### config.mk
export PLATFORM = sky130hd
export DESIGN_NAME = xmodem_receiver
export DESIGN_NICKNAME = d
export VERILOG_FILES = /design/src/xmr_pkg.sv /design/src/xmr_front.sv /design/src/xmr_back.sv /design/src/xmodem_receiver.sv
export SDC_FILE = /design/constraint.sdc
export NUM_CORES = 1
export LEC_CHECK = 0
export BUFFER_PORTS_ARGS = -buffer_cell sky130_fd_sc_hd__buf_2
export CORE_ASPECT_RATIO = 1.25
export CORE_MARGIN = 2
export CORE_UTILIZATION = 61
export DETAILED_ROUTE_END_ITERATION = 8
export MAX_ROUTING_LAYER = met4
export PLACE_DENSITY = 0.84
export SETUP_SLACK_MARGIN = 0.2
export SYNTH_ARGS = -nofsm -noshare
export SYNTH_HDL_FRONTEND = slang
export SYNTH_SLANG_ARGS = --single-unit
### constraint.sdc
create_clock -name clk -period 6.2 [get_ports clk]
set_input_delay 0.62 -clock clk [delete_from_list [all_inputs] [get_ports clk]]
set_output_delay 0.62 -clock clk [all_outputs]
set_load 0.02 [all_outputs]
### src/xmr_pkg.sv
`timescale 1ns / 1ps
package xmr_pkg;

  // Block geometry
  localparam int BLOCK_BYTES = 128;
  localparam int CNT_W       = $clog2(BLOCK_BYTES);

  // Command queue between front and back
  localparam int QUEUE_DEPTH = 4;
  localparam int Q_AW        = $clog2(QUEUE_DEPTH);

  // Result queue at the output
  localparam int OUTQ_DEPTH  = 2;
  localparam int OQ_AW       = $clog2(OUTQ_DEPTH);

  // Line characters
  localparam logic [7:0] CH_SOH      = 8'h01;
  localparam logic [7:0] CH_EOT      = 8'h04;
  localparam logic [7:0] CH_ACK      = 8'h06;
  localparam logic [7:0] CH_NAK      = 8'h15;
  localparam logic [7:0] CH_POLL_CRC = 8'h43;

  typedef enum logic [1:0] {
    CMD_START = 2'd0,
    CMD_BYTE  = 2'd1,
    CMD_TICK  = 2'd2,
    CMD_NONE  = 2'd3
  } cmd_t;

  typedef enum logic [1:0] {
    CFG_CRC_MODE = 2'd0,
    CFG_POLL     = 2'd1,
    CFG_TIMEOUT  = 2'd2,
    CFG_UNUSED   = 2'd3
  } cfg_idx_t;

  typedef enum logic [1:0] {
    OP_START = 2'd0,
    OP_BYTE  = 2'd1,
    OP_TICK  = 2'd2
  } op_t;

  typedef struct packed {
    op_t        op;
    logic [7:0] data;
    logic       soh;
    logic       eot;
  } op_item_t;

  typedef enum logic [2:0] {
    PH_IDLE = 3'd0,
    PH_WAIT = 3'd1,
    PH_NUM1 = 3'd2,
    PH_NUM2 = 3'd3,
    PH_DATA = 3'd4,
    PH_CHK1 = 3'd5,
    PH_CHK2 = 3'd6,
    PH_NEXT = 3'd7
  } phase_t;

  typedef enum logic [2:0] {
    KIND_TX      = 3'd0,
    KIND_DATA    = 3'd1,
    KIND_DONE    = 3'd2,
    KIND_TIMEOUT = 3'd3,
    KIND_ERROR   = 3'd4
  } kind_t;

  typedef struct packed {
    kind_t      kind;
    logic [7:0] data;
    logic       block_end;
    logic       block_good;
  } result_t;

  typedef struct packed {
    logic        crc_mode;
    logic [15:0] poll_ticks;
    logic [19:0] timeout_ticks;
  } cfg_t;

  // CRC-16/XMODEM, one byte, polynomial 0x1021, MSB first
  function automatic logic [15:0] crc16_byte(input logic [15:0] crc_in,
                                             input logic [7:0]  b);
    logic [15:0] c;
    c = crc_in ^ {b, 8'h00};
    for (int i = 0; i < 8; i++) begin
      if (c[15]) begin
        c = {c[14:0], 1'b0} ^ 16'h1021;
      end else begin
        c = {c[14:0], 1'b0};
      end
    end
    return c;
  endfunction

endpackage

### src/xmr_front.sv
`timescale 1ns / 1ps
module xmr_front (
  input  logic              clk,
  input  logic              rst_n,
  input  logic              in_push,
  output logic              in_full,
  input  logic [1:0]        in_cmd,
  input  logic [7:0]        in_rx_byte,
  output logic              op_valid,
  output xmr_pkg::op_item_t op_item,
  input  logic              op_take
);
  import xmr_pkg::*;

  op_item_t        q_r [QUEUE_DEPTH];
  logic [Q_AW-1:0] wr_ptr_r, wr_ptr_nxt;
  logic [Q_AW-1:0] rd_ptr_r, rd_ptr_nxt;
  logic [Q_AW:0]   cnt_r, cnt_nxt;
  logic            accept;
  logic            keep;
  op_item_t        cls;

  assign in_full  = (cnt_r == (Q_AW + 1)'(QUEUE_DEPTH));
  assign accept   = in_push && !in_full;
  assign op_valid = (cnt_r != '0);
  assign op_item  = q_r[rd_ptr_r];

  // Classify the incoming item; drop commands that mean nothing
  always_comb begin
    keep     = 1'b1;
    cls.op   = OP_TICK;
    cls.data = in_rx_byte;
    cls.soh  = (in_rx_byte == CH_SOH);
    cls.eot  = (in_rx_byte == CH_EOT);
    case (cmd_t'(in_cmd))
      CMD_START: cls.op = OP_START;
      CMD_BYTE:  cls.op = OP_BYTE;
      CMD_TICK:  cls.op = OP_TICK;
      default:   keep   = 1'b0;
    endcase
  end

  // Advance queue pointers
  always_comb begin
    wr_ptr_nxt = wr_ptr_r;
    rd_ptr_nxt = rd_ptr_r;
    cnt_nxt    = cnt_r;
    if (accept && keep) begin
      wr_ptr_nxt = wr_ptr_r + 1'b1;
    end
    if (op_take) begin
      rd_ptr_nxt = rd_ptr_r + 1'b1;
    end
    case ({accept && keep, op_take})
      2'b10:   cnt_nxt = cnt_r + 1'b1;
      2'b01:   cnt_nxt = cnt_r - 1'b1;
      default: cnt_nxt = cnt_r;
    endcase
  end

  always_ff @(posedge clk) begin
    if (!rst_n) begin
      wr_ptr_r <= '0;
      rd_ptr_r <= '0;
      cnt_r    <= '0;
    end else begin
      wr_ptr_r <= wr_ptr_nxt;
      rd_ptr_r <= rd_ptr_nxt;
      cnt_r    <= cnt_nxt;
    end
  end

  // Hold queued items
  always_ff @(posedge clk) begin
    if (accept && keep) begin
      q_r[wr_ptr_r] <= cls;
    end
  end

endmodule

### src/xmr_back.sv
`timescale 1ns / 1ps
module xmr_back (
  input  logic              clk,
  input  logic              rst_n,
  input  xmr_pkg::cfg_t     cfg,
  input  logic              op_valid,
  input  xmr_pkg::op_item_t op_item,
  output logic              op_take,
  output logic              out_empty,
  input  logic              out_pop,
  output logic [2:0]        out_kind,
  output logic [7:0]        out_byte,
  output logic              out_block_end,
  output logic              out_block_good
);
  import xmr_pkg::*;

  phase_t           phase_r, phase_nxt;
  logic [CNT_W-1:0] count_r, count_nxt;
  logic [7:0]       sum_r, sum_nxt;
  logic [15:0]      crc_r, crc_nxt;
  logic [7:0]       first_r, first_nxt;
  logic [19:0]      elapsed_r, elapsed_nxt;
  logic [15:0]      poll_r, poll_nxt;

  result_t          oq_r [OUTQ_DEPTH];
  logic [OQ_AW-1:0] owr_r, owr_nxt;
  logic [OQ_AW-1:0] ord_r, ord_nxt;
  logic [OQ_AW:0]   ocnt_r, ocnt_nxt;
  logic             emit;
  result_t          res;
  result_t          head;

  logic [19:0]      elapsed_inc;
  logic [15:0]      poll_inc;
  logic             timed_out;
  logic             poll_hit;
  logic             last_byte;
  logic             sum_good;
  logic             crc_good;
  logic [7:0]       poll_char;
  logic             is_start, is_byte, is_tick;
  logic             out_take;

  assign op_take   = op_valid && (ocnt_r != (OQ_AW + 1)'(OUTQ_DEPTH));
  assign is_start  = op_take && (op_item.op == OP_START);
  assign is_byte   = op_take && (op_item.op == OP_BYTE);
  assign is_tick   = op_take && (op_item.op == OP_TICK) && (phase_r == PH_WAIT);

  // Shared datapath terms
  assign elapsed_inc = elapsed_r + 20'd1;
  assign poll_inc    = poll_r + 16'd1;
  assign timed_out   = (elapsed_inc >= cfg.timeout_ticks);
  assign poll_hit    = (poll_inc >= cfg.poll_ticks);
  assign last_byte   = (count_r == CNT_W'(BLOCK_BYTES - 1));
  assign sum_good    = (op_item.data == sum_r);
  assign crc_good    = ({first_r, op_item.data} == crc_r);
  assign poll_char   = cfg.crc_mode ? CH_POLL_CRC : CH_NAK;

  // Next phase
  always_comb begin
    phase_nxt = phase_r;
    if (is_start) begin
      phase_nxt = PH_WAIT;
    end else if (is_tick) begin
      if (timed_out) begin
        phase_nxt = PH_IDLE;
      end
    end else if (is_byte) begin
      case (phase_r)
        PH_WAIT: if (op_item.soh) phase_nxt = PH_NUM1;
        PH_NUM1: phase_nxt = PH_NUM2;
        PH_NUM2: phase_nxt = PH_DATA;
        PH_DATA: if (last_byte) phase_nxt = PH_CHK1;
        PH_CHK1: phase_nxt = cfg.crc_mode ? PH_CHK2 : PH_NEXT;
        PH_CHK2: phase_nxt = PH_NEXT;
        PH_NEXT: phase_nxt = op_item.soh ? PH_NUM1 : PH_IDLE;
        default: phase_nxt = phase_r;
      endcase
    end
  end

  // Counters, running checks and timers
  always_comb begin
    count_nxt   = count_r;
    sum_nxt     = sum_r;
    crc_nxt     = crc_r;
    first_nxt   = first_r;
    elapsed_nxt = elapsed_r;
    poll_nxt    = poll_r;
    if (is_start) begin
      count_nxt   = '0;
      sum_nxt     = '0;
      crc_nxt     = '0;
      first_nxt   = '0;
      elapsed_nxt = '0;
      poll_nxt    = '0;
    end else if (is_tick) begin
      elapsed_nxt = elapsed_inc;
      if (!timed_out) begin
        poll_nxt = poll_hit ? 16'd0 : poll_inc;
      end
    end else if (is_byte) begin
      case (phase_r)
        PH_NUM2: begin
          count_nxt = '0;
          sum_nxt   = '0;
          crc_nxt   = '0;
        end
        PH_DATA: begin
          count_nxt = count_r + 1'b1;
          sum_nxt   = sum_r + op_item.data;
          crc_nxt   = crc16_byte(crc_r, op_item.data);
        end
        PH_CHK1: if (cfg.crc_mode) first_nxt = op_item.data;
        default: count_nxt = count_r;
      endcase
    end
  end

  // Result for this item
  always_comb begin
    emit           = 1'b0;
    res.kind       = KIND_TX;
    res.data       = 8'h00;
    res.block_end  = 1'b0;
    res.block_good = 1'b0;
    if (is_start) begin
      emit     = 1'b1;
      res.data = poll_char;
    end else if (is_tick) begin
      if (timed_out) begin
        emit     = 1'b1;
        res.kind = KIND_TIMEOUT;
      end else if (poll_hit) begin
        emit     = 1'b1;
        res.data = poll_char;
      end
    end else if (is_byte) begin
      case (phase_r)
        PH_DATA: begin
          emit     = 1'b1;
          res.kind = KIND_DATA;
          res.data = op_item.data;
        end
        PH_CHK1: begin
          if (!cfg.crc_mode) begin
            emit           = 1'b1;
            res.data       = sum_good ? CH_ACK : CH_NAK;
            res.block_end  = 1'b1;
            res.block_good = sum_good;
          end
        end
        PH_CHK2: begin
          emit           = 1'b1;
          res.data       = crc_good ? CH_ACK : CH_NAK;
          res.block_end  = 1'b1;
          res.block_good = crc_good;
        end
        PH_NEXT: begin
          if (!op_item.soh) begin
            emit = 1'b1;
            if (op_item.eot) begin
              res.kind = KIND_DONE;
              res.data = CH_ACK;
            end else begin
              res.kind = KIND_ERROR;
            end
          end
        end
        default: emit = 1'b0;
      endcase
    end
  end

  // Result queue pointers
  assign out_take = out_pop && !out_empty;
  always_comb begin
    owr_nxt  = emit ? owr_r + 1'b1 : owr_r;
    ord_nxt  = out_take ? ord_r + 1'b1 : ord_r;
    case ({emit, out_take})
      2'b10:   ocnt_nxt = ocnt_r + 1'b1;
      2'b01:   ocnt_nxt = ocnt_r - 1'b1;
      default: ocnt_nxt = ocnt_r;
    endcase
  end

  always_ff @(posedge clk) begin
    if (!rst_n) begin
      phase_r   <= PH_IDLE;
      count_r   <= '0;
      sum_r     <= '0;
      crc_r     <= '0;
      first_r   <= '0;
      elapsed_r <= '0;
      poll_r    <= '0;
      owr_r     <= '0;
      ord_r     <= '0;
      ocnt_r    <= '0;
    end else begin
      phase_r   <= phase_nxt;
      count_r   <= count_nxt;
      sum_r     <= sum_nxt;
      crc_r     <= crc_nxt;
      first_r   <= first_nxt;
      elapsed_r <= elapsed_nxt;
      poll_r    <= poll_nxt;
      owr_r     <= owr_nxt;
      ord_r     <= ord_nxt;
      ocnt_r    <= ocnt_nxt;
    end
  end

  // Hold results until popped
  always_ff @(posedge clk) begin
    if (emit) begin
      oq_r[owr_r] <= res;
    end
  end

  assign head           = oq_r[ord_r];
  assign out_empty      = (ocnt_r == '0);
  assign out_kind       = head.kind;
  assign out_byte       = head.data;
  assign out_block_end  = head.block_end;
  assign out_block_good = head.block_good;

endmodule

### src/xmodem_receiver.sv
`timescale 1ns / 1ps
// Channel   Handshake          Payload
// input     in_push / in_full  in_cmd[1:0], in_rx_byte[7:0]
// result    out_pop / out_empty out_kind[2:0], out_byte[7:0], out_block_end, out_block_good
// config    cfg_valid / cfg_ready cfg_index[1:0], cfg_data[19:0]
//
// One item per cycle sustained while the result queue has room; an accepted item goes
// through the front queue; the protocol engine then puts its result in the result queue.
// The per-byte CRC update is one unrolled byte step in the protocol engine.
// rst_n is synchronous; both queues come out empty, the engine idle, config at defaults.
// in_full rises only when the four-entry front queue fills, i.e. when results stall.
// cfg_ready is always high.
module xmodem_receiver (
  input  logic        clk,
  input  logic        rst_n,
  input  logic        in_push,
  output logic        in_full,
  input  logic [1:0]  in_cmd,
  input  logic [7:0]  in_rx_byte,
  output logic        out_empty,
  input  logic        out_pop,
  output logic [2:0]  out_kind,
  output logic [7:0]  out_byte,
  output logic        out_block_end,
  output logic        out_block_good,
  input  logic        cfg_valid,
  output logic        cfg_ready,
  input  logic [1:0]  cfg_index,
  input  logic [19:0] cfg_data
);
  import xmr_pkg::*;

  cfg_t     cfg_r, cfg_nxt;
  logic     op_valid;
  op_item_t op_item;
  logic     op_take;

  assign cfg_ready = 1'b1;

  // Decode register writes
  always_comb begin
    cfg_nxt = cfg_r;
    if (cfg_valid && cfg_ready) begin
      case (cfg_idx_t'(cfg_index))
        CFG_CRC_MODE: cfg_nxt.crc_mode      = cfg_data[0];
        CFG_POLL:     cfg_nxt.poll_ticks    = cfg_data[15:0];
        CFG_TIMEOUT:  cfg_nxt.timeout_ticks = cfg_data;
        default:      cfg_nxt = cfg_r;
      endcase
    end
  end

  always_ff @(posedge clk) begin
    if (!rst_n) begin
      cfg_r.crc_mode      <= 1'b0;
      cfg_r.poll_ticks    <= 16'd5;
      cfg_r.timeout_ticks <= 20'd60000;
    end else begin
      cfg_r <= cfg_nxt;
    end
  end

  xmr_front u_front (
    .clk        (clk),
    .rst_n      (rst_n),
    .in_push    (in_push),
    .in_full    (in_full),
    .in_cmd     (in_cmd),
    .in_rx_byte (in_rx_byte),
    .op_valid   (op_valid),
    .op_item    (op_item),
    .op_take    (op_take)
  );

  xmr_back u_back (
    .clk            (clk),
    .rst_n          (rst_n),
    .cfg            (cfg_r),
    .op_valid       (op_valid),
    .op_item        (op_item),
    .op_take        (op_take),
    .out_empty      (out_empty),
    .out_pop        (out_pop),
    .out_kind       (out_kind),
    .out_byte       (out_byte),
    .out_block_end  (out_block_end),
    .out_block_good (out_block_good)
  );

endmodule

==> summary.txt <==
leakage power = 4.325 nW
layout filler cell count = 1180
TritonCTS clock tree = built
Metal-1 WL = 8.866 mm
DR iter-0 viols = 525
met3 wire len = 1.034 mm
Netlist cell types = 55
Critical Path Fanout Max = 19
crit path launch type = flop
Slew Limit Headroom = 30.98%
Cell Area, Placed = 0.01045 mm²
worst hold slack = 0.3539 ns
sequential area share after synthesis = 47.69%
clk buf depth = 3
PortBufs = 51
vias in the first global route = 7175
GP Congestion = 0.9182
top sig layer = met4
Primary FF master, synth = dfxtp_1
reg2reg setup slack = 1.51 ns
Seq cells post-synth = 203
CP Class = reg -> reg
reg-to-reg endpoint = u_back.oq_r[1][3]$_DFFE_PP_
RSZ-0062 raised after global routing = no
post-CTS setup buffer count = 0
Util after Layout = 68.97%
total track usage = 24.88%
maximum vdd drop = 0.2890 mV
Clk pin slew, worst setup/hold paths = 0.06 ns
RR Startpoint = u_back.elapsed_r[0]$_SDFFE_PP0P_
clk_skew = 0.01209 ns
Num CTS Buffers = 20
Synth area leader = dfxtp_1
DIE WIDTH = 118.9 µm
Yosys Warn Count = 0
DR vias = 7375
Cell Count, Final, Fillers Out = 1288
H-tree Lvls = 1
Routed Antenna Nets = 0
fin crit period = 4.686 ns
post-CTS sizing = 0
area of the core = 0.01620 mm²
largest net degree at the start of global routing = 61
Critical Path AT = 4.80 ns
DRC viols = 0
hold crit path type = in -> reg
Worst Hold Path Cells = 1
Final Setup Violations = 0
Final TNS setup = 0 ns
mapped cell area = 0.01007 mm²
Post-synth ARST share = 0%
placed insts = 1252
top cell type's share of synthesized area = 25.63%
gr ovfl total = 0
overall power = 3.690 mW
DR pass1 iterations = 5
Worst Tran Pin Value = 1.031 ns
wire per inst = 16.24 µm
Via density = 5.726
die area = 0.01757 mm²
share of layout cells above drive strength 1 = 11.85%
met2 WL = 10.45 mm
top cells by area, synth = dfxtp_1 (26%), edfxtp_1 (22%), ha_1 (6.5%)
CTS sink count = 203
nets@finish = 1149
IO Pins = 53
diodes inserted = 0
pwr dens = 330.3 mW/mm²
initial antenna violation count = 0
R2R depth = 15
Final Slew Violations = 0
Worst Setup End Kind = flop
Hold Crit Start = in_rx_byte[3]
Avg Cell Area, Syn = 9.848 µm²
top cells by count, synth = dfxtp_1 (129), nor2_1 (119), nand2_1 (109), edfxtp_1 (74), a21oi_1 (62)
Critical Path RT = 6.31 ns
hold bufs inserted after CTS = 0
hold path endpoint = u_front.q_r[0][5]$_DFFE_PP_
Final Instance Area = 0.01117 mm²
Area Growth Syn to Fin = 10.90%
Fmax = 213.4 MHz
endpoints failing hold = 0
Final Routed Wirelength = 20.92 mm
Post-DP HPWL = 14.20 mm
most common cell in the netlist = dfxtp_1
Starting Density = 62.19%
syn nets = 1114
MaxCap Viol Count = 0
worst skew pair latency = 0.50 ns
period utilization = 75.58%
Syn Inst Count = 1023
CTS root buf = clkbuf_16
EDFF count, synth = 74
first-pass GRT wire length = 34.81 mm
dpl ws = 1.578 ns
status = finished, final reports clean
final setup margin = 1.514 ns
row cnt = 52
Die Y = 147.7 µm
cell type report:
| type | count | area, µm² | area share, % |
|---|---|---|---|
| Multi-Input combinational cell | 723 | 4878 | 43.66 |
| Sequential cell | 203 | 4805 | 43.00 |
| Clock buffer | 27 | 589.3 | 5.274 |
| Timing Repair Buffer | 57 | 300.3 | 2.688 |
| Tap cell | 216 | 270.3 | 2.419 |
| Inverter | 53 | 198.9 | 1.781 |
| Clock inverter | 9 | 131.4 | 1.176 |
registers in the layout, indices dropped and copies added (netlist names), named ones only:
register and flops:
cfg_r 37, u_front.rd_ptr_r 2, u_back.elapsed_r 20, u_back.phase_r 3, u_back.ord_r 1, u_front.cnt_r 3
u_back.count_r 7, u_front.q_r 48, u_back.ocnt_r 2, u_back.sum_r 8, u_back.poll_r 16, u_back.crc_r 16
u_back.oq_r 26, u_front.wr_ptr_r 2, u_back.first_r 8, u_back.owr_r 1
metal layers:
layer  track usage, %  vias up
met2            42.61      203
met3            3.125       47
met1            30.69     3477
li1                 -     3648
met5                -        -
met4            8.095        0
report_power, final:
part | switching, mW | internal, mW
clock network | 0.504 | 0.795
logic | 0.511 | 0.328
registers | 0.0739 | 1.48
cells in the final DEF (no fill, tap or decap), types with 49 or more instances in the layout:
cell type,count
dfxtp_1,129
nor2_1,119
nand2_1,108
edfxtp_1,74
a21oi_1,62
xnor2_1,54
inv_1,52
ha_1,52
buf_2,51
xor2_1,49
cell families (layout without fill, tap and decap cells):
kind of cell	Yosys count	after routing	synth area share, %
AOI/OAI and AO/OA	163	163	10.18
xor gates and xnor gates	103	103	8.954
adders and majority gates	54	54	6.855
buffers and inverters	97	146	4.061
DFF	203	203	47.69
muxes	38	38	5.440
other	1	1	0.03722
and+or+nand+nor	364	364	16.78
worst max-delay path by stage:
stage,start,to,cells past startpoint
after floorplan,u_back.elapsed_r[0]$_SDFFE_PP0P_,u_back.oq_r[1][0]$_DFFE_PP_,16
after global placement,u_back.elapsed_r[0]$_SDFFE_PP0P_,u_back.oq_r[1][7]$_DFFE_PP_,15
after detailed placement,u_back.elapsed_r[0]$_SDFFE_PP0P_,u_back.oq_r[1][7]$_DFFE_PP_,15
after CTS,u_back.elapsed_r[0]$_SDFFE_PP0P_,u_back.oq_r[1][1]$_DFFE_PP_,15
after global routing,u_back.elapsed_r[0]$_SDFFE_PP0P_,u_back.oq_r[1][3]$_DFFE_PP_,15
final,u_back.elapsed_r[0]$_SDFFE_PP0P_,u_back.oq_r[1][3]$_DFFE_PP_,15
critical path, stage by stage, from the launching register on:
cell,delay (ns)
dfxtp_1,0.39
ha_1,0.23
nand3_1,0.15
nor2_1,0.23
and3_1,0.24
and3_1,0.41
nand2_1,0.12
xnor2_1,0.14
ha_1,0.31
nand4_1,0.17
nor4_1,0.35
a32oi_1,0.14
nand3_1,0.22
nor3b_2,0.09
buf_4,0.23
nor3b_2,0.86
Note: power is estimated with default switching activity, not from simulation.
